--- src/mcr_pkg.sv ---
// Shared types and constants for the midpoint circle rasterizer.
`timescale 1ns / 1ps

package mcr_pkg;

  // Input item kinds, carried on in_tuser
  typedef enum logic {
    REQ_START = 1'b0,
    REQ_STEP  = 1'b1
  } req_kind_t;

  localparam int CENTER_W  = 15;
  localparam int RAD_IN_W  = 12;
  localparam int COLOR_W   = 32;
  localparam int DEC_BITS  = 16;
  localparam int IN_DATA_W = 80;

  // Results per step: eight points in outline mode, four spans when filled
  localparam int MAX_RES = 8;
  localparam int IDX_W   = $clog2(MAX_RES);
  localparam logic [IDX_W-1:0] LAST_POINT = IDX_W'(MAX_RES - 1);
  localparam logic [IDX_W-1:0] LAST_SPAN  = IDX_W'(MAX_RES / 2 - 1);

  // Command queue between the front and the back
  localparam int Q_DEPTH = 2;
  localparam int Q_PTR_W = $clog2(Q_DEPTH);

  // Input payload as packed on in_tdata, last field lowest
  typedef struct packed {
    logic [COLOR_W-1:0]         color;
    logic                       filled;
    logic [RAD_IN_W-1:0]        radius;
    logic signed [CENTER_W-1:0] center_y;
    logic signed [CENTER_W-1:0] center_x;
  } in_item_t;

  // Queue status seen by the front and the back
  typedef struct packed {
    logic full;
    logic head_valid;
  } q_stat_t;

endpackage

--- src/mcr_queue.sv ---
// Two-entry command queue between the decision front end and the emit back end.
`timescale 1ns / 1ps

module mcr_queue #(
  parameter int W = 8
) (
  input  logic             clk,
  input  logic             rst_n,
  input  logic             push,
  input  logic [W-1:0]     push_data,
  input  logic             pop,
  output logic [W-1:0]     head_data,
  output mcr_pkg::q_stat_t stat
);
  import mcr_pkg::*;

  logic [W-1:0]       mem_r [Q_DEPTH];
  logic [Q_PTR_W-1:0] wr_ptr_r, rd_ptr_r;
  logic [Q_PTR_W:0]   count_r;

  assign stat.full       = (count_r == (Q_PTR_W+1)'(Q_DEPTH));
  assign stat.head_valid = (count_r != '0);
  assign head_data       = mem_r[rd_ptr_r];

  // Storage, no reset needed
  always_ff @(posedge clk) begin
    if (push) begin
      mem_r[wr_ptr_r] <= push_data;
    end
  end

  // Pointers and fill count
  always_ff @(posedge clk) begin
    if (!rst_n) begin
      wr_ptr_r <= '0;
      rd_ptr_r <= '0;
      count_r  <= '0;
    end else begin
      if (push) wr_ptr_r <= wr_ptr_r + 1'b1;
      if (pop)  rd_ptr_r <= rd_ptr_r + 1'b1;
      if (push && !pop)      count_r <= count_r + 1'b1;
      else if (pop && !push) count_r <= count_r - 1'b1;
    end
  end

endmodule

--- src/mcr_front.sv ---
// Front end: takes start and step transactions, runs the midpoint decision rule.
`timescale 1ns / 1ps

module mcr_front #(
  parameter  int RADIUS_BITS = 12,
  parameter  int COORD_BITS  = 16,
  localparam int CMD_W       = 4 * COORD_BITS + mcr_pkg::COLOR_W + 2
) (
  input  logic              clk,
  input  logic              rst_n,
  input  logic              in_valid,
  output logic              in_ready,
  input  mcr_pkg::req_kind_t in_kind,
  input  mcr_pkg::in_item_t in_item,
  input  mcr_pkg::q_stat_t  q_stat,
  output logic              push,
  output logic [CMD_W-1:0]  push_cmd
);
  import mcr_pkg::*;

  localparam int OFF_BITS = RADIUS_BITS + 1;
  localparam int MAXW     = (DEC_BITS > OFF_BITS) ? DEC_BITS : OFF_BITS;
  localparam int CW       = MAXW + 3;

  typedef struct packed {
    logic signed [COORD_BITS-1:0] cx;
    logic signed [COORD_BITS-1:0] cy;
    logic signed [COORD_BITS-1:0] ox;
    logic signed [COORD_BITS-1:0] oy;
    logic [COLOR_W-1:0]           color;
    logic                         fill;
    logic                         done;
  } cmd_t;

  logic                         busy_r, fill_r;
  logic signed [COORD_BITS-1:0] cx_r, cy_r;
  logic [RADIUS_BITS-1:0]       rad_r;
  logic signed [OFF_BITS-1:0]   ox_r, oy_r;
  logic signed [DEC_BITS-1:0]   dec_r;
  logic [COLOR_W-1:0]           color_r;

  logic                          accept;
  logic [RADIUS_BITS+RAD_IN_W-1:0] rad_ext;
  logic [RADIUS_BITS-1:0]        rad_in;
  logic [CW-1:0]                 rad_in_w;
  logic [CW-1:0]                 dec_start_w;
  logic [COORD_BITS+CENTER_W-1:0] cx_ext, cy_ext;
  logic signed [CW-1:0]          d_w, ox_w, oy_w, r_w, lim_w, d_nxt;
  logic signed [CW-1:0]          ox_nxt_w, oy_nxt_w;
  logic signed [OFF_BITS-1:0]    ox_nxt, oy_nxt;
  logic                          done_nxt;
  logic [COORD_BITS+OFF_BITS-1:0] ox_c, oy_c;
  cmd_t                          cmd;

  assign in_ready = !q_stat.full;
  assign accept   = in_valid && in_ready;

  // Start values: radius fitted to RADIUS_BITS, centre fitted to COORD_BITS
  assign rad_ext     = {{RADIUS_BITS{1'b0}}, in_item.radius};
  assign rad_in      = rad_ext[RADIUS_BITS-1:0];
  assign rad_in_w    = {{(CW-RADIUS_BITS){1'b0}}, rad_in};
  assign dec_start_w = rad_in_w - 1'b1;
  assign cx_ext      = {{COORD_BITS{in_item.center_x[CENTER_W-1]}}, in_item.center_x};
  assign cy_ext      = {{COORD_BITS{in_item.center_y[CENTER_W-1]}}, in_item.center_y};

  // One iteration of the decision rule, done at full precision then wrapped
  assign d_w   = {{(CW-DEC_BITS){dec_r[DEC_BITS-1]}}, dec_r};
  assign ox_w  = {{(CW-OFF_BITS){ox_r[OFF_BITS-1]}}, ox_r};
  assign oy_w  = {{(CW-OFF_BITS){oy_r[OFF_BITS-1]}}, oy_r};
  assign r_w   = {{(CW-RADIUS_BITS){1'b0}}, rad_r};
  assign lim_w = (r_w - oy_w) <<< 1;

  always_comb begin
    if (d_w >= (ox_w <<< 1)) begin
      d_nxt    = d_w - (ox_w <<< 1) - CW'(1);
      ox_nxt_w = ox_w + CW'(1);
      oy_nxt_w = oy_w;
    end else if (d_w < lim_w) begin
      d_nxt    = d_w + (oy_w <<< 1) - CW'(1);
      ox_nxt_w = ox_w;
      oy_nxt_w = oy_w - CW'(1);
    end else begin
      d_nxt    = d_w + ((oy_w - ox_w - CW'(1)) <<< 1);
      ox_nxt_w = ox_w + CW'(1);
      oy_nxt_w = oy_w - CW'(1);
    end
  end

  assign ox_nxt   = ox_nxt_w[OFF_BITS-1:0];
  assign oy_nxt   = oy_nxt_w[OFF_BITS-1:0];
  assign done_nxt = (oy_nxt < ox_nxt);

  // Command for the back end: current offsets fitted to coordinate width
  assign ox_c       = {{COORD_BITS{ox_r[OFF_BITS-1]}}, ox_r};
  assign oy_c       = {{COORD_BITS{oy_r[OFF_BITS-1]}}, oy_r};
  assign cmd.cx     = cx_r;
  assign cmd.cy     = cy_r;
  assign cmd.ox     = ox_c[COORD_BITS-1:0];
  assign cmd.oy     = oy_c[COORD_BITS-1:0];
  assign cmd.color  = color_r;
  assign cmd.fill   = fill_r;
  assign cmd.done   = done_nxt;
  assign push_cmd   = cmd;
  assign push       = accept && (in_kind == REQ_STEP) && busy_r;

  // Circle state
  always_ff @(posedge clk) begin
    if (!rst_n) begin
      busy_r  <= 1'b0;
      fill_r  <= 1'b0;
      cx_r    <= '0;
      cy_r    <= '0;
      rad_r   <= '0;
      ox_r    <= '0;
      oy_r    <= '0;
      dec_r   <= '0;
      color_r <= '0;
    end else if (accept) begin
      if (in_kind == REQ_START) begin
        busy_r  <= 1'b1;
        fill_r  <= in_item.filled;
        cx_r    <= cx_ext[COORD_BITS-1:0];
        cy_r    <= cy_ext[COORD_BITS-1:0];
        rad_r   <= rad_in;
        ox_r    <= '0;
        oy_r    <= {1'b0, rad_in};
        dec_r   <= dec_start_w[DEC_BITS-1:0];
        color_r <= in_item.color;
      end else if (busy_r) begin
        ox_r  <= ox_nxt;
        oy_r  <= oy_nxt;
        dec_r <= d_nxt[DEC_BITS-1:0];
        if (done_nxt) busy_r <= 1'b0;
      end
    end
  end

endmodule

--- src/mcr_back.sv ---
// Back end: expands a queued step into points or spans, one per cycle unless held.
`timescale 1ns / 1ps

module mcr_back #(
  parameter  int COORD_BITS = 16,
  localparam int CMD_W      = 4 * COORD_BITS + mcr_pkg::COLOR_W + 2
) (
  input  logic                          clk,
  input  logic                          rst_n,
  input  mcr_pkg::q_stat_t              q_stat,
  input  logic [CMD_W-1:0]              head_cmd,
  output logic                          pop,
  output logic                          out_valid,
  input  logic                          out_ready,
  output logic signed [COORD_BITS-1:0]  out_x_start,
  output logic signed [COORD_BITS-1:0]  out_x_end,
  output logic signed [COORD_BITS-1:0]  out_y_pos,
  output logic [mcr_pkg::COLOR_W-1:0]   out_color,
  output logic                          out_last,
  output logic                          out_done
);
  import mcr_pkg::*;

  typedef struct packed {
    logic signed [COORD_BITS-1:0] cx;
    logic signed [COORD_BITS-1:0] cy;
    logic signed [COORD_BITS-1:0] ox;
    logic signed [COORD_BITS-1:0] oy;
    logic [COLOR_W-1:0]           color;
    logic                         fill;
    logic                         done;
  } cmd_t;

  cmd_t                         cmd;
  logic [IDX_W-1:0]             idx_r;
  logic                         valid_r;
  logic signed [COORD_BITS-1:0] xs_r, xe_r, y_r;
  logic [COLOR_W-1:0]           color_r;
  logic                         last_r, done_r;

  logic                         load, emit, last;
  logic                         outer;
  logic signed [COORD_BITS-1:0] xoff, yoff, xs, xe, y;

  assign cmd  = head_cmd;
  assign load = !valid_r || out_ready;
  assign emit = load && q_stat.head_valid;
  assign last = (idx_r == (cmd.fill ? LAST_SPAN : LAST_POINT));
  assign pop  = emit && last;

  // Point order: bit 0 swaps the offsets, bit 1 negates x, bit 2 negates y.
  // Span order: first and last rows use the swapped offsets, rows 2 and 3 lie above.
  assign outer = (idx_r == IDX_W'(0)) || (idx_r == LAST_SPAN);

  always_comb begin
    if (cmd.fill) begin
      xoff = outer ? cmd.oy : cmd.ox;
      yoff = outer ? cmd.ox : cmd.oy;
      xs   = cmd.cx - xoff;
      xe   = cmd.cx + xoff;
      y    = idx_r[1] ? (cmd.cy - yoff) : (cmd.cy + yoff);
    end else begin
      xoff = idx_r[0] ? cmd.oy : cmd.ox;
      yoff = idx_r[0] ? cmd.ox : cmd.oy;
      xs   = idx_r[1] ? (cmd.cx - xoff) : (cmd.cx + xoff);
      xe   = xs;
      y    = idx_r[2] ? (cmd.cy - yoff) : (cmd.cy + yoff);
    end
  end

  // Output register and result counter
  always_ff @(posedge clk) begin
    if (!rst_n) begin
      valid_r <= 1'b0;
      idx_r   <= '0;
    end else if (emit) begin
      valid_r <= 1'b1;
      idx_r   <= last ? '0 : idx_r + 1'b1;
    end else if (load) begin
      valid_r <= 1'b0;
    end
  end

  // Result payload
  always_ff @(posedge clk) begin
    if (emit) begin
      xs_r    <= xs;
      xe_r    <= xe;
      y_r     <= y;
      color_r <= cmd.color;
      last_r  <= last;
      done_r  <= cmd.done;
    end
  end

  assign out_valid   = valid_r;
  assign out_x_start = xs_r;
  assign out_x_end   = xe_r;
  assign out_y_pos   = y_r;
  assign out_color   = color_r;
  assign out_last    = last_r;
  assign out_done    = done_r;

endmodule

--- src/midpoint_circle_rasterizer.sv ---
// Top level of the midpoint circle rasterizer: front end, command queue, back end.
//
//  channel | direction | tdata                                   | tuser       | tlast
//  in_     | slave     | center_x, center_y, radius, filled, color | req_type  | -
//  out_    | master    | x_start, x_end, y_pos, pixel_color      | circle_done | last_in_step
//
// A start transaction updates the circle registers and yields nothing.
// A step transaction is taken while the two-entry queue has room; the back end then
// expands it into eight points (outline) or four spans (filled), one result a cycle
// on the single result port while out_tready allows.
// A stalled out_tready holds the output register; steps keep queueing until the queue fills.
// rst_n is synchronous and clears all circle and handshake state.
`timescale 1ns / 1ps

module midpoint_circle_rasterizer #(
  parameter  int RADIUS_BITS = 12,
  parameter  int COORD_BITS  = 16,
  localparam int OUT_DATA_W  = ((3 * COORD_BITS + mcr_pkg::COLOR_W + 7) / 8) * 8
) (
  input  logic                          clk,
  input  logic                          rst_n,
  input  logic                          in_tvalid,
  output logic                          in_tready,
  // center_x[14:0], center_y[29:15], radius[41:30], filled[42], color[74:43], zeros above
  input  logic [mcr_pkg::IN_DATA_W-1:0] in_tdata,
  // req_type
  input  logic [0:0]                    in_tuser,
  output logic                          out_tvalid,
  input  logic                          out_tready,
  // x_start, x_end, y_pos (COORD_BITS each), pixel_color, zeros above
  output logic [OUT_DATA_W-1:0]         out_tdata,
  // circle_done
  output logic [0:0]                    out_tuser,
  output logic                          out_tlast
);
  import mcr_pkg::*;

  localparam int CMD_W = 4 * COORD_BITS + COLOR_W + 2;

  in_item_t                     item;
  req_kind_t                    kind;
  q_stat_t                      q_stat;
  logic                         q_push, q_pop;
  logic [CMD_W-1:0]             push_cmd, head_cmd;
  logic signed [COORD_BITS-1:0] x_start, x_end, y_pos;
  logic [COLOR_W-1:0]           pixel_color;
  logic                         last_in_step, circle_done;

  assign item = in_item_t'(in_tdata[$bits(in_item_t)-1:0]);
  assign kind = req_kind_t'(in_tuser[0]);

  mcr_front #(
    .RADIUS_BITS (RADIUS_BITS),
    .COORD_BITS  (COORD_BITS)
  ) u_front (
    .clk      (clk),
    .rst_n    (rst_n),
    .in_valid (in_tvalid),
    .in_ready (in_tready),
    .in_kind  (kind),
    .in_item  (item),
    .q_stat   (q_stat),
    .push     (q_push),
    .push_cmd (push_cmd)
  );

  mcr_queue #(
    .W (CMD_W)
  ) u_queue (
    .clk       (clk),
    .rst_n     (rst_n),
    .push      (q_push),
    .push_data (push_cmd),
    .pop       (q_pop),
    .head_data (head_cmd),
    .stat      (q_stat)
  );

  mcr_back #(
    .COORD_BITS (COORD_BITS)
  ) u_back (
    .clk         (clk),
    .rst_n       (rst_n),
    .q_stat      (q_stat),
    .head_cmd    (head_cmd),
    .pop         (q_pop),
    .out_valid   (out_tvalid),
    .out_ready   (out_tready),
    .out_x_start (x_start),
    .out_x_end   (x_end),
    .out_y_pos   (y_pos),
    .out_color   (pixel_color),
    .out_last    (last_in_step),
    .out_done    (circle_done)
  );

  assign out_tdata = OUT_DATA_W'({pixel_color, y_pos, x_end, x_start});
  assign out_tuser = circle_done;
  assign out_tlast = last_in_step;

  // The front never writes into a full queue
  assert property (@(posedge clk) disable iff (!rst_n) !(q_push && q_stat.full))
    else $error("command written into a full queue");

  // The back only retires a command that is present
  assert property (@(posedge clk) disable iff (!rst_n) q_pop |-> q_stat.head_valid)
    else $error("queue popped while empty");

  // Reset leaves the queue empty and the output register idle
  assert property (@(posedge clk) !rst_n |=> (!q_stat.head_valid && !out_tvalid))
    else $error("queue or output not cleared by reset");

endmodule
--- config.mk ---
export PLATFORM = sky130hd
export DESIGN_NAME = midpoint_circle_rasterizer
export DESIGN_NICKNAME = d
export VERILOG_FILES = /design/src/mcr_pkg.sv /design/src/mcr_queue.sv /design/src/mcr_front.sv /design/src/mcr_back.sv /design/src/midpoint_circle_rasterizer.sv
export SDC_FILE = /design/constraint.sdc
export NUM_CORES = 1
export LEC_CHECK = 0
export ABC_AREA = 1
export CELL_PAD_IN_SITES_DETAIL_PLACEMENT = 1
export CELL_PAD_IN_SITES_GLOBAL_PLACEMENT = 1
export CORE_ASPECT_RATIO = 2
export CORE_MARGIN = 3
export CORE_UTILIZATION = 27
export CTS_BUF_LIST = sky130_fd_sc_hd__clkbuf_8
export DETAILED_ROUTE_END_ITERATION = 16
export DONT_BUFFER_PORTS = 1
export PLACE_DENSITY_LB_ADDON = 0.1
export SLEW_MARGIN = 10
export SYNTH_ARGS = -nofsm -noshare
export SYNTH_HDL_FRONTEND = slang
export SYNTH_SLANG_ARGS = --single-unit
--- constraint.sdc ---
create_clock -name clk -period 12.1 [get_ports clk]
set_input_delay 1.21 -clock clk [delete_from_list [all_inputs] [get_ports clk]]
set_output_delay 1.21 -clock clk [all_outputs]
set_load 0.01 [all_outputs]
# ---- After elaboration in Yosys (flattened, before gate mapping)
# Memories as Yosys holds them, arrays and structs flattened. A register that Yosys moved wholly into a read port is not among the register bits.
# Cells that the tools add are included.
dict set report op_classes {
  add_sub_neg 24
  eq_ne 4
  muxes 34
  bitwise 1
  magnitude_cmp 3
  reduce_logical 19
}
# cell n
set op_table {}
lappend op_table {{$mux 16} 14}
lappend op_table {{$mux 13} 7}
lappend op_table {{$add 16x16->16} 5}
lappend op_table {{$sub 16x16->16} 4}
lappend op_table {{$sub 16x2->16 const B} 2}
lappend op_table {{$sub 13x13->14} 2}
lappend op_table {{$add 16x14->16} 1}
lappend op_table {{$ge 16x14->1} 1}
lappend op_table {{$lt 16x15->1} 1}
lappend op_table {{$sub 16x14->16} 1}
lappend op_table {{$sub 14x2->15 const B} 1}
lappend op_table {{$add 13x2->13 const B} 1}
lappend op_table {{$lt 13x13->1} 1}
lappend op_table {{$sub 12x1->13 const B} 1}
lappend op_table {{$sub 13x2->13 const B} 1}
lappend op_table {{$mux 1} 9}
lappend op_table {{$logic_and 1x1->1} 7}
lappend op_table {{$mux 3} 2}
lappend op_table {{$reduce_bool 2->1} 3}
lappend op_table {{$logic_not 1->1} 4}
lappend op_table {{$mux 2} 2}
lappend op_table {{$reduce_and 2->1} 2}
lappend op_table {{$add 3x1->3 const B} 1}
lappend op_table {{$eq 3x2->1 const B} 1}
lappend op_table {{9 further kinds} 11}
dict set report word_totals {
  mem_count 1
  out_inout_bits 84
  elab_cells 106
  register_bits 208
  ram_bits 196
  in_bits 85
}
# memory depth width rd rd_ports_with_merged_regs wr line_no
set mem_list {}
lappend mem_list {u_queue.mem_r 2 98 1 1 1 mcr_queue.sv:17} ;# logic [W-1:0] mem_r [Q_DEPTH];

# ---- Logic depth before layout (Yosys ltp)
# Gate-level depths: netlist (run 1).
dict set report depth {
  depth_word 9
  ltp_mapped 36
  mapped_depth_nobuf 36
}

# ---- Cells and area by module
# Synthesis (run 1) repeated with hierarchy kept, for this count alone.
dict set report unflattened {
  cells_unflattened 2770
  hier_area_um2 24561.1
}
# mod cells_each seq_area_each_um2 area_each_um2 n_inst
set by_module_without_submodules {}
lappend by_module_without_submodules {mcr_front 1367 2362.3 9441.6 1}
lappend by_module_without_submodules {mcr_back 1063 2512.4 7747.4 1}
lappend by_module_without_submodules {mcr_queue 340 5985.7 7372.1 1}

# ---- Least setup slack after synthesis (run 1)
# OpenSTA, ideal clock, no wires.
dict set report synth_timing {
  kind {input-to-reg}
  startpoint {input out_tready}
  endpoint {register u_queue.count_r[1]}
  setup_time_ns 0.122
  path_stages 8
  path_slack_ns 5.135
  t_arrival_ns 6.843
  required_ns 11.978
  path_cell_list {nor2_1 a21oi_1 nand2_1 ha_1 a21oi_1 o21ai_0 o21ai_0 a21oi_1}
}
dict set report synth_between {
  elab_chain_cells 6
  elab_cells_between_ends 8
  classes_between {1 x mux; 7 x reduce/logical}
}
# item line_no
set synth_rtl {}
lappend synth_rtl {{start, declared} midpoint_circle_rasterizer.sv:29} ;# input logic out_tready,
lappend synth_rtl {{$logic_or 1x1->1 *} mcr_back.sv:46} ;# assign load = !valid_r || out_ready;
lappend synth_rtl {{$logic_and 1x1->1 *} mcr_back.sv:47} ;# assign emit = load && q_stat.head_valid;
lappend synth_rtl {{via u_back.emit} mcr_back.sv:41} ;# logic load, emit, last;
lappend synth_rtl {{$logic_and 1x1->1 *} mcr_back.sv:49} ;# assign pop = emit && last;
lappend synth_rtl {{$logic_not 1->1} mcr_queue.sv:41} ;# if (push && !pop) count_r <= count_r + 1'b1;
lappend synth_rtl {{$logic_and 1x1->1} mcr_queue.sv:41}
lappend synth_rtl {{$mux 2 / $reduce_bool 2->1 (equally long branches)} --}
lappend synth_rtl {{end signal, assigned} mcr_queue.sv:41}
lappend synth_rtl {{end signal, assigned} mcr_queue.sv:42} ;# else if (pop && !push) count_r <= count_r - 1'b1;
lappend synth_rtl {{end, declared} mcr_queue.sv:19} ;# logic [Q_PTR_W:0] count_r;
# The timed path passes the listed nets; every way through them passes the cells marked *.
# A chain may end at the register's enable or synchronous reset.

# ---- Worst setup path after layout (run 1)
dict set report layout_timing {
  startpoint {register u_front.oy_r[0]}
  endpoint {memory u_queue.mem_r[0][0] in the netlist's numbering, data pin}
}
dict set report layout_between {
  elab_chain_cells 5
  elab_cells_between_ends 7
  classes_between {2 x add/sub; 2 x order compare; 3 x mux}
}
# item line_no
set layout_rtl {}
lappend layout_rtl {{start, declared} mcr_front.sv:38} ;# logic signed [OFF_BITS-1:0] ox_r, oy_r;
lappend layout_rtl {{start signal, assigned} mcr_front.sv:126} ;# oy_r <= {1'b0, rad_in};
lappend layout_rtl {{start signal, assigned} mcr_front.sv:131} ;# oy_r <= oy_nxt;
lappend layout_rtl {{$sub 13x13->14} mcr_front.sv:71} ;# assign lim_w = (r_w - oy_w) <<< 1;
lappend layout_rtl {{$lt 16x15->1} mcr_front.sv:78} ;# end else if (d_w < lim_w) begin
lappend layout_rtl {{$mux 13} mcr_front.sv:78}
lappend layout_rtl {{$mux 13} mcr_front.sv:74} ;# if (d_w >= (ox_w <<< 1)) begin
lappend layout_rtl {{$lt 13x13->1 *} mcr_front.sv:91} ;# assign done_nxt = (oy_nxt < ox_nxt);
lappend layout_rtl {{via push_cmd[0]} midpoint_circle_rasterizer.sv:44} ;# logic [CMD_W-1:0] push_cmd, head_cmd;
lappend layout_rtl {{end, declared} mcr_queue.sv:17}
# Marks and branches as above.

==> results.sh, run 1 <==
export IMPL_status="completed"
export IMPL_nNetsFinal=3025
export IMPL_port_buffers=0
export IMPL_grt_busiest_layer="met2"
export IMPL_dominantRegCellSynth="edfxtp_1"
export IMPL_min_path_type="reg2reg"
export IMPL_yosys_top_cells_count="nand2_1 (674), inv_1 (303), a21oi_1 (293), edfxtp_1 (261), ha_1 (179)"
export IMPL_synth_most_common_cell="nand2_1"
export IMPL_ioPinCount=169
export IMPL_setup_worst_path_start_class="flop"
export IMPL_critical_path_buf_inv_count=4
export IMPL_cts_setup_buffers=0
export IMPL_ff2ff_path_depth=32
export IMPL_numCtsBuffers=68
export IMPL_power_frac_comb_pct=31.4
export IMPL_core_area_sq_mm=0.0850
export IMPL_die_w_um=214
export IMPL_path_depth=32
export IMPL_die_area_sq_mm=0.0899
export IMPL_max_cap_violations=0
export IMPL_r2r_end="u_queue.mem_r[0][0]$_DFFE_PP_"
export IMPL_clkSlewWorstSetupHoldPaths_ps=60
export IMPL_grt_usage_pct=18.6
export IMPL_use_met3_pct=3.44
export IMPL_synthCells=2759
export IMPL_crit_path_start="u_front.oy_r[0]$_SDFFE_PN0P_"
export IMPL_drcViolationCount=0
export IMPL_powerDensity_mw_per_mm2=162
export IMPL_grt_pass1_vias=20400
export IMPL_via_per_inst=4.87
export IMPL_p_leak_uw=0.0108
export IMPL_rr_startpoint="u_front.oy_r[0]$_SDFFE_PN0P_"
export IMPL_switching_power_uw=1560
export IMPL_wl_per_cell_um=21.5
export IMPL_syn_area_sq_mm=0.0233
export IMPL_hpwlAfterDp_mm=63.6
export IMPL_cp_slowest_stage_delay_ps=420
export IMPL_drt_wl_total_mm=83.3
export IMPL_end_kind="flop"
export IMPL_report_final_slew_viol_count=0
export IMPL_htreeDepth=3
export IMPL_fmax_mhz=163
export IMPL_rows=151
export IMPL_cp_common_cell="nand2_1"
export IMPL_critPathMaxFanout=12
export IMPL_root_buffer="clkbuf_8"
export IMPL_clock_sinks=388
export IMPL_pwr_share_seq_pct=36.6
export IMPL_synthTopCellsByArea="edfxtp_1 (34%), dfxtp_1 (11%), nand2_1 (11%), ha_1 (9.6%), a21oi_1 (6.3%)"
export IMPL_crit_type="reg2reg"
export IMPL_grt_pass1_wl_mm=124
export IMPL_yosysSeqAreaShare_pct=44.6
export IMPL_worstMarginPinSlew_ps=1080
export IMPL_p_int_uw=2640
export IMPL_initial_core_util_pct=27.4
export IMPL_power_share_clock_pct=32.1
export IMPL_gr_usage_met2_pct=37.5
export IMPL_ir_drop_v=0.0000755
export IMPL_maxSlewHeadroom_pct=27.6
export IMPL_final_layout_size_suffix_gt1_share_pct=8.02
export IMPL_place_area_sq_mm=0.0244
export IMPL_synth_seq_cells=388
export IMPL_final_antenna_net_count=0
export IMPL_drtIter0Drc=724
export IMPL_synth_nets=3032
export IMPL_cts_tree="built"
export IMPL_critical_path_arrival_ps=6600
export IMPL_clockBufferDepth=3
export IMPL_synth_distinct_cells=62
export IMPL_grt_overflow=0
export IMPL_final_cells=3879
export IMPL_worstSetupEndpoint="u_queue.mem_r[0][0]$_DFFE_PP_"
export IMPL_reg2reg_setup_slack_ps=5980
export IMPL_crit_slowest_cell="dfxtp_1"
export IMPL_crit_family="simple AND/OR/NAND/NOR gates"
export IMPL_gp_congestion=0.860
export IMPL_synth_edff_count=261
export IMPL_final_setup_viol_count=0
export IMPL_fin_crit_ps=6120
export IMPL_insertion_delay_ps=730
export IMPL_synthArstFlopShare_pct=0
export IMPL_dp_cells=3753
export IMPL_die_h_um=421
export IMPL_power_total_uw=4200
export IMPL_yosys_area_top_type="edfxtp_1"
export IMPL_area_growth_pct=11.2
export IMPL_grt_max_degree=78
export IMPL_rsz0062_at_grt="no"
export IMPL_drt_first_pass_iters=7
export IMPL_vias=18900
export IMPL_ys_warn_count=0
export IMPL_fin_crit_sh_pct=50.6
export IMPL_switching_share_pct=37.1
export IMPL_crit_required_ps=12570
export IMPL_post_cts_resized=0
export IMPL_grt_antenna_before_repair=1
export IMPL_stdcell_area_sq_mm=0.0259
export IMPL_avgSynthCellArea_sq_um=8.43
export IMPL_met1_usage_pct=17.5
export IMPL_skew_ps=43.4
export IMPL_synth_top_area_share_pct=33.7
export IMPL_holdBufCountCts=0
export IMPL_final_setup_tns_ps=0
export IMPL_hold_viol_final=0
## layer usage
layer / vias up / wire [um]
met5: - / 0
met4: 0 / 3800
met3: 154 / 3030
met2: 308 / 47700
met1: 9160 / 28800
li1: 9271 / -
## per-stage QoR
step	hold slack [ps]	utilization [%]	worst slack (ps)
2_1_floorplan	426	-	5130
3_3_place_gp	431	28.7	5860
3_5_place_dp	437	28.7	5830
4_1_cts	458	30.4	5860
5_1_grt	466	30.4	5550
6_report	455	30.4	5980
## power groups by stage
stage	combinational [uW]	clock (uW)	sequential, uW
2_1_floorplan	931	0	1550
6_report	1320	1350	1540
3_3_place_gp	1310	0	1560
5_1_grt	1500	1470	1540
3_5_place_dp	1340	0	1570
4_1_cts	1350	1420	1540
## sequential cells by signal, indices dropped and copies added (netlist names), 13 cells and up, named ones only
register,cells
u_back.out_color,32
u_back.out_x_end,16
u_back.out_x_start,15
u_back.out_y_pos,16
u_front.color_r,32
u_front.cx_r,15
u_front.cy_r,15
u_front.dec_r,16
u_front.ox_r,13
u_front.oy_r,13
u_queue.mem_r,180
## area by class of cell
type | instances | area (sq um)
Sequential cell | 388 | 10400
Multi-Input combinational cell | 1949 | 11200
Clock buffer | 78 | 1070
Tap cell | 1071 | 1340
Inverter | 318 | 1200
Fill cell | 10100 | 59100
Timing Repair Buffer | 27 | 203
Antenna cell | 1 | 2.50
Clock inverter | 47 | 425
## logic make-up after synthesis
group | count (synthesis) | share of synthesized area, %
buf+inv | 422 | 7.22
mux | 2 | 0.0860
simple gates | 1024 | 18.4
xor+xnor | 119 | 4.51
fa+ha+maj | 188 | 10.4
compound gates | 616 | 14.8
flops | 388 | 44.6
## cells in the final DEF, fill, tap and decap left out, drive strengths merged, types with 4 or more instances in the layout
cell	instances
o211ai	6
clkinv	16
inv	340
dfxtp	127
nor3	25
a21o	6
a221oi	10
edfxtp	261
nand2	685
o21bai	10
nor2	131
a31oi	16
ha	179
nand4	15
or2	30
nand3	128
clkinvlp	4
nor4	4
o21a	9
o31ai	8
buf	27
bufinv	5
a21oi	295
clkbuf	78
fa	9
xor2	93
o221ai	9
a211oi	7
o21ai	224
xnor2	26
## worst min-delay path by stage
stage / from / to / slack [ps] / depth (start not counted)
floorplan: u_front.color_r[8]$_SDFFE_PN0P_ / u_queue.mem_r[0][10]$_DFFE_PP_ / 430 / 0
detailed placement: u_front.cy_r[11]$_SDFFE_PN0P_ / u_queue.mem_r[1][77]$_DFFE_PP_ / 440 / 0
global placement: u_front.color_r[7]$_SDFFE_PN0P_ / u_queue.mem_r[0][9]$_DFFE_PP_ / 430 / 0
CTS: u_front.cy_r[9]$_SDFFE_PN0P_ / u_queue.mem_r[1][75]$_DFFE_PP_ / 460 / 0
global route: u_front.color_r[20]$_SDFFE_PN0P_ / u_queue.mem_r[0][22]$_DFFE_PP_ / 470 / 0
finish: u_front.cy_r[9]$_SDFFE_PN0P_ / u_queue.mem_r[1][75]$_DFFE_PP_ / 450 / 0
Power figures use the tool's default switching activity.
==> run 2: changes to the inputs <==
--- a/config.mk
+++ b/config.mk
@@ -5,7 +5,7 @@
 export SDC_FILE = /design/constraint.sdc
 export NUM_CORES = 1
 export LEC_CHECK = 0
-export ABC_AREA = 1
+export ABC_AREA = 0
 export CELL_PAD_IN_SITES_DETAIL_PLACEMENT = 1
 export CELL_PAD_IN_SITES_GLOBAL_PLACEMENT = 1
 export CORE_ASPECT_RATIO = 2
==> constraint.sdc (replaced) <==
create_clock -name clk -period 5 [get_ports clk]
set_input_delay 0.5 -clock clk [delete_from_list [all_inputs] [get_ports clk]]
set_output_delay 0.5 -clock clk [all_outputs]
set_load 0.01 [all_outputs]
==> results.sh, run 2 <==
export IMPL_dominantRegCellSynth="edfxtp_1"
export IMPL_area_growth_pct=20.4
export IMPL_grt_pass1_vias=20400
export IMPL_fin_crit_ps=5590
export IMPL_end_kind="flop"
export IMPL_rows=152
export IMPL_die_w_um=214
export IMPL_cp_common_cell="buf_4"
export IMPL_vias=18400
export IMPL_insertion_delay_ps=730
export IMPL_use_met3_pct=2.03
export IMPL_multi_input_area_sq_mm=0.0123
export IMPL_worstMarginPinSlew_ps=1300
export IMPL_via_per_inst=4.97
export IMPL_ys_warn_count=0
export IMPL_synthArstFlopShare_pct=0
export IMPL_ff2ff_path_depth=30
export IMPL_switching_share_pct=39.0
export IMPL_p_int_uw=7640
export IMPL_htreeDepth=2
export IMPL_crit_type="reg2reg"
export IMPL_initial_core_util_pct=27.3
export IMPL_cp_slowest_stage_delay_ps=480
export IMPL_top_register="u_queue.mem_r"
export IMPL_power_frac_comb_pct=45.0
export IMPL_synth_top_area_share_pct=33.5
export IMPL_core_area_sq_mm=0.0858
export IMPL_status="finished with violations"
export IMPL_clock_sinks=388
export IMPL_yosysSeqAreaShare_pct=44.4
export IMPL_grt_pass1_wl_mm=130
export IMPL_fin_util_pct=32.8
export IMPL_maxSlewHeadroom_pct=13.1
export IMPL_final_common_cell="edfxtp_1"
export IMPL_critical_path_arrival_ps=6040
export IMPL_hpwlAfterDp_mm=68.7
export IMPL_syn_area_sq_mm=0.0234
export IMPL_reg2reg_setup_slack_ps=-590
export IMPL_critPathMaxFanout=7
export IMPL_power_share_clock_pct=23.6
export IMPL_synthTopCellsByArea="edfxtp_1 (34%), dfxtp_1 (11%), ha_1 (9.6%), a21oi_1 (4.6%), mux4_2 (4.5%)"
export IMPL_ir_drop_v=0.000233
export IMPL_final_layout_size_suffix_gt1_share_pct=17.5
export IMPL_die_area_sq_mm=0.0904
export IMPL_gr_usage_met2_pct=40.3
export IMPL_synthCells=2264
export IMPL_synth_distinct_cells=81
export IMPL_synth_edff_count=261
export IMPL_rr_startpoint="u_front.rad_r[0]$_SDFFE_PN0P_"
export IMPL_wl_per_cell_um=23.8
export IMPL_fmax_mhz=179
export IMPL_switching_power_uw=4900
export IMPL_grt_usage_pct=19.2
export IMPL_synth_seq_cells=388
export IMPL_hold_ws_ps=77.5
export IMPL_grt_busiest_layer="met2"
export IMPL_yosys_top_cells_count="edfxtp_1 (261), nand2_1 (261), a21oi_1 (216), ha_1 (179), nor2_1 (135)"
export IMPL_drt_first_pass_iters=5
export IMPL_final_setup_viol_count=3
export IMPL_drtIter0Drc=654
export IMPL_max_cap_violations=0
export IMPL_min_path_type="in2reg"
export IMPL_crit_slowest_cell="or4_4"
export IMPL_clockBufferDepth=3
export IMPL_r2r_end="u_queue.mem_r[0][0]$_DFFE_PP_"
export IMPL_setup_slack_ps=-586
export IMPL_hold_path_depth=3
export IMPL_cts_tree="built"
export IMPL_setup_worst_path_start_class="flop"
export IMPL_synth_nets=2537
export IMPL_yosys_area_top_type="edfxtp_1"
export IMPL_final_antenna_net_count=0
export IMPL_grt_overflow=0
export IMPL_report_final_slew_viol_count=0
export IMPL_hold_viol_final=0
export IMPL_drcViolationCount=0
export IMPL_numCtsBuffers=61
export IMPL_final_cell_mix="edfxtp_1 (261), nand2_1 (260), a21oi_1 (211), ha_1 (176), buf_4 (173)"
export IMPL_gp_congestion=0.846
export IMPL_pwr_share_seq_pct=31.4
export IMPL_crit_required_ps=5450
export IMPL_root_buffer="clkbuf_8"
export IMPL_powerDensity_mw_per_mm2=445
export IMPL_final_setup_tns_ps=-1730
export IMPL_final_cells=3701
export IMPL_grt_max_degree=56
export IMPL_avgSynthCellArea_sq_um=10.3
export IMPL_ioPinCount=169
export IMPL_violations="negative setup slack"
export IMPL_port_buffers=0
export IMPL_met1_usage_pct=17.4
export IMPL_clkSlewWorstSetupHoldPaths_ps=70
export IMPL_seqCellArea_sq_mm=0.0104
export IMPL_fillers=9584
export IMPL_dp_cells=3491
export IMPL_die_h_um=422
export IMPL_nNetsFinal=2766
export IMPL_skew_ps=52.0
export IMPL_min_from="in_tdata[34]"
export IMPL_rsz0062_at_grt="yes"
export IMPL_largest_register_ffs=180
export IMPL_whs_endpoint="u_front.dec_r[4]$_SDFFE_PN0P_"
export IMPL_grt_antenna_before_repair=1
export IMPL_drt_wl_total_mm=88.1
export IMPL_fin_crit_sh_pct=112
export IMPL_p_leak_uw=0.0106
[run 2: changes by cell type in the layout (fill, tap and decap cells not counted), sizes merged, moves of 37 or more]
cell / delta
buf: +153
dlygate4sd3: +82
mux4: +47
a21oi: -78
nand2: -424
inv: -188
xor2: -37
mux2: +66
o21ai: -116
nand3: -107
xnor2: +90
[run 2: area by class of cell]
type	count	area share, %
flip-flops and latches	388	36.9
diodes	1	0.00889
clock inverters	51	1.51
multi-input cells	1646	43.5
inverters	134	1.81
well taps	1155	5.13
clock buffers	64	3.13
repair buffers	262	7.99
[run 2: logic make-up after synthesis]
family                   after synthesis  synth area share (%)
AO/OA/AOI/OAI                        551                  14.5
flip-flops                           388                  44.4
XOR/XNOR                             173                  6.54
buffers and inverters                230                  3.91
AND/OR/NAND/NOR                      599                  11.7
adder cells (fa/ha/maj)              188                  10.3
multiplexers                         135                  8.65
[run 2: what timing repair did]
action                     4_1_cts  5_1_grt
hold endpoints to repair        99        0
setup endpoints to repair        3        6
hold buffers                    82        0
gates resized for setup         11       10
pin swaps                       13        3
setup buffers                   11        1
[run 2: critical path: cells and delay by family (launching register included)]
family	cells	cell delay [ps]
adder cells (fa/ha/maj)	4	940
flip-flops	1	320
XOR/XNOR	2	310
buffers and inverters	11	1330
AO/OA/AOI/OAI	6	1170
AND/OR/NAND/NOR	7	1280
[run 2: routing by layer]
metal  up-vias  wire, um
met1      9222     29300
met2       300     51400
met3       175      1880
met5         -         0
li1       8708         -
met4         0      5450
[run 2: power groups by stage]
stage / clock network (uW) / logic (uW) / registers, uW
after floorplan: 0 / 3440 / 3960
after detailed placement: 0 / 5510 / 4010
final: 2960 / 5640 / 3930
after global placement: 0 / 5430 / 4000
after global routing: 3230 / 6170 / 3960
after CTS: 3120 / 5710 / 3940
[run 2: worst max-delay path by stage]
stage	to	from	cells past startpoint	slack [ps]
floorplan	u_queue.mem_r[0][0]$_DFFE_PP_	u_front.oy_r[2]$_SDFFE_PN0P_	26	-150
global placement	u_front.busy_r$_SDFFE_PN0P_	u_front.rad_r[0]$_SDFFE_PN0P_	30	-730
detailed placement	u_front.busy_r$_SDFFE_PN0P_	u_front.rad_r[0]$_SDFFE_PN0P_	31	-870
CTS	u_queue.mem_r[0][0]$_DFFE_PP_	u_front.rad_r[0]$_SDFFE_PN0P_	27	-580
global route	u_front.busy_r$_SDFFE_PN0P_	u_front.rad_r[0]$_SDFFE_PN0P_	31	-880
finish	u_queue.mem_r[0][0]$_DFFE_PP_	u_front.rad_r[0]$_SDFFE_PN0P_	30	-590
[run 2: stage by stage]
step | cell area (sq um) | setup WS (ps) | total power, uW
2_1_floorplan | 23500 | -148 | 7410
3_3_place_gp | 25900 | -728 | 9440
3_5_place_dp | 25900 | -870 | 9520
4_1_cts | 28100 | -579 | 12800
5_1_grt | 28200 | -878 | 13400
6_report | 28200 | -586 | 12500
==> run 3: changes to the inputs <==
--- a/config.mk
+++ b/config.mk
@@ -5,7 +5,7 @@
 export SDC_FILE = /design/constraint.sdc
 export NUM_CORES = 1
 export LEC_CHECK = 0
-export ABC_AREA = 0
+export ABC_AREA = 1
 export CELL_PAD_IN_SITES_DETAIL_PLACEMENT = 1
 export CELL_PAD_IN_SITES_GLOBAL_PLACEMENT = 1
 export CORE_ASPECT_RATIO = 2
==> results.sh, run 3 (synthesis results as in run 1) <==
export IMPL_report_final_slew_viol_count=0
export IMPL_die_w_um=214
export IMPL_final_setup_viol_count=0
export IMPL_reg2reg_setup_slack_ps=200
export IMPL_cts_tree="built"
export IMPL_largest_register_ffs=180
export IMPL_critical_path_arrival_ps=5360
export IMPL_powerDensity_mw_per_mm2=380
export IMPL_fin_crit_sh_pct=96.1
export IMPL_r2r_end="u_front.busy_r$_SDFFE_PN0P_"
export IMPL_cp_common_cell="nand2_1"
export IMPL_die_h_um=421
export IMPL_fin_util_pct=32.6
export IMPL_min_path_type="in2reg"
export IMPL_whs_endpoint="u_back.out_valid$_SDFFE_PN0P_"
export IMPL_root_buffer="clkbuf_8"
export IMPL_power_share_clock_pct=30.3
export IMPL_end_kind="flop"
export IMPL_grt_pass1_wl_mm=134
export IMPL_status="completed"
export IMPL_switching_power_uw=3930
export IMPL_top_register="u_queue.mem_r"
export IMPL_clockBufferDepth=3
export IMPL_final_cell_mix="nand2_1 (667), inv_1 (316), a21oi_1 (285), edfxtp_1 (261)"
export IMPL_maxSlewHeadroom_pct=19.4
export IMPL_final_antenna_net_count=0
export IMPL_dpl_worst_slack_ps=-258
export IMPL_crit_path_start="u_front.rad_r[0]$_SDFFE_PN0P_"
export IMPL_htreeDepth=3
export IMPL_ir_drop_v=0.000200
export IMPL_clock_sinks=388
export IMPL_initial_core_util_pct=27.4
export IMPL_place_area_sq_mm=0.0252
export IMPL_rows=151
export IMPL_nNetsFinal=3205
export IMPL_port_buffers=0
export IMPL_hpwlAfterDp_mm=70.2
export IMPL_setup_slack_ps=195
export IMPL_vias=19900
export IMPL_area_growth_pct=19.3
export IMPL_switching_share_pct=37.3
export IMPL_wl_per_cell_um=22.5
export IMPL_min_from="out_tready"
export IMPL_drt_first_pass_iters=4
export IMPL_crit_required_ps=5550
export IMPL_insertion_delay_ps=730
export IMPL_pwr_share_seq_pct=35.2
export IMPL_power_total_uw=10500
export IMPL_grt_overflow=0
export IMPL_stdcell_area_sq_mm=0.0278
export IMPL_clkSlewWorstSetupHoldPaths_ps=70
export IMPL_critPathMaxFanout=3
export IMPL_rsz0062_at_grt="yes"
export IMPL_power_frac_comb_pct=34.6
export IMPL_gp_congestion=0.901
export IMPL_ioPinCount=169
export IMPL_fmax_mhz=208
export IMPL_final_setup_tns_ps=0
export IMPL_grt_max_degree=78
export IMPL_max_cap_violations=0
export IMPL_via_per_inst=4.91
export IMPL_die_area_sq_mm=0.0899
export IMPL_cp_slowest_stage_delay_ps=340
export IMPL_drtIter0Drc=793
export IMPL_final_common_cell="nand2_1"
export IMPL_drcViolationCount=0
export IMPL_skew_ps=61.1
export IMPL_ff2ff_path_depth=36
export IMPL_fillers=10000
export IMPL_crit_slowest_cell="fa_2"
export IMPL_rr_startpoint="u_front.rad_r[0]$_SDFFE_PN0P_"
export IMPL_drt_wl_total_mm=91.4
export IMPL_numCtsBuffers=66
export IMPL_grt_antenna_before_repair=2
export IMPL_p_int_uw=6610
export IMPL_hold_path_depth=3
export IMPL_core_area_sq_mm=0.0850
export IMPL_p_leak_uw=0.0117
export IMPL_hold_viol_final=0
export IMPL_worstMarginPinSlew_ps=1200
export IMPL_crit_type="reg2reg"
export IMPL_fin_crit_ps=4800
export IMPL_grt_usage_pct=20.2
export IMPL_setup_worst_path_start_class="flop"
export IMPL_final_layout_size_suffix_gt1_share_pct=12.4
export IMPL_grt_pass1_vias=21300
run 3: metal layers:
layer	part of all wire [%]	vias to the layer above	track usage, %
met4	7.6	0	13.1
li1	-	9649	-
met1	34	9710	18.7
met5	0	-	0
met3	2.6	192	2.98
met2	56	354	39.7
run 3: repair_timing:
action / in CTS / in global routing
hold buffers: 75 / 0
buffers inserted: 2 / 8
gates resized for setup: 14 / 51
pin swaps: 14 / 34
endpoints found under the hold margin: 98 / 0
endpoints found under the setup margin: 3 / 7
run 3: power by group through the flow:
stage                     Sequential, uW  Combinational, uW  Clock (uW)
after floorplan                     3750               2250           0
after global placement              3780               3420           0
after detailed placement            3780               3490           0
after CTS                           3710               3600        3360
after global routing                3720               4060        3460
final                               3710               3640        3190
run 3: layout make-up:
type / count / area, sq um / share of cell area (%)
multi-input cells: 1949 / 11500 / 41.6
flip-flops and latches: 388 / 10400 / 37.4
repair buffers: 209 / 1840 / 6.63
well taps: 1071 / 1340 / 4.83
inverters: 318 / 1200 / 4.33
clock buffers: 73 / 1000 / 3.62
clock inverters: 48 / 443 / 1.60
diodes: 2 / 5.00 / 0.0180
run 3: how the worst max path moves through the flow:
stage | endpoint | slack (ps) | cells after the start
2_1_floorplan | u_queue.mem_r[0][0]$_DFFE_PP_ | 460 | 30
3_3_place_gp | u_queue.mem_r[0][0]$_DFFE_PP_ | -220 | 32
3_5_place_dp | u_queue.mem_r[1][0]$_DFFE_PP_ | -260 | 32
4_1_cts | u_queue.mem_r[0][0]$_DFFE_PP_ | 30 | 30
5_1_grt | u_front.busy_r$_SDFFE_PN0P_ | -80 | 36
6_report | u_front.busy_r$_SDFFE_PN0P_ | 200 | 36
run 3: stage by stage:
stage / hold slack, ps / instances
2_1_floorplan: 426 / 2759
4_1_cts: 0.906 / 4049
3_3_place_gp: 431 / 3852
3_5_place_dp: 441 / 3852
5_1_grt: 50.7 / 4057
6_report: 97.7 / 4058
run 3: critical path: cells and delay by family, from the launching register on:
family          cells  cell delay [ps]
simple gates       20             1790
fa+ha+maj           4             1110
compound gates      6              870
buf+inv             5              380
flops               1              320
xor+xnor            1              160
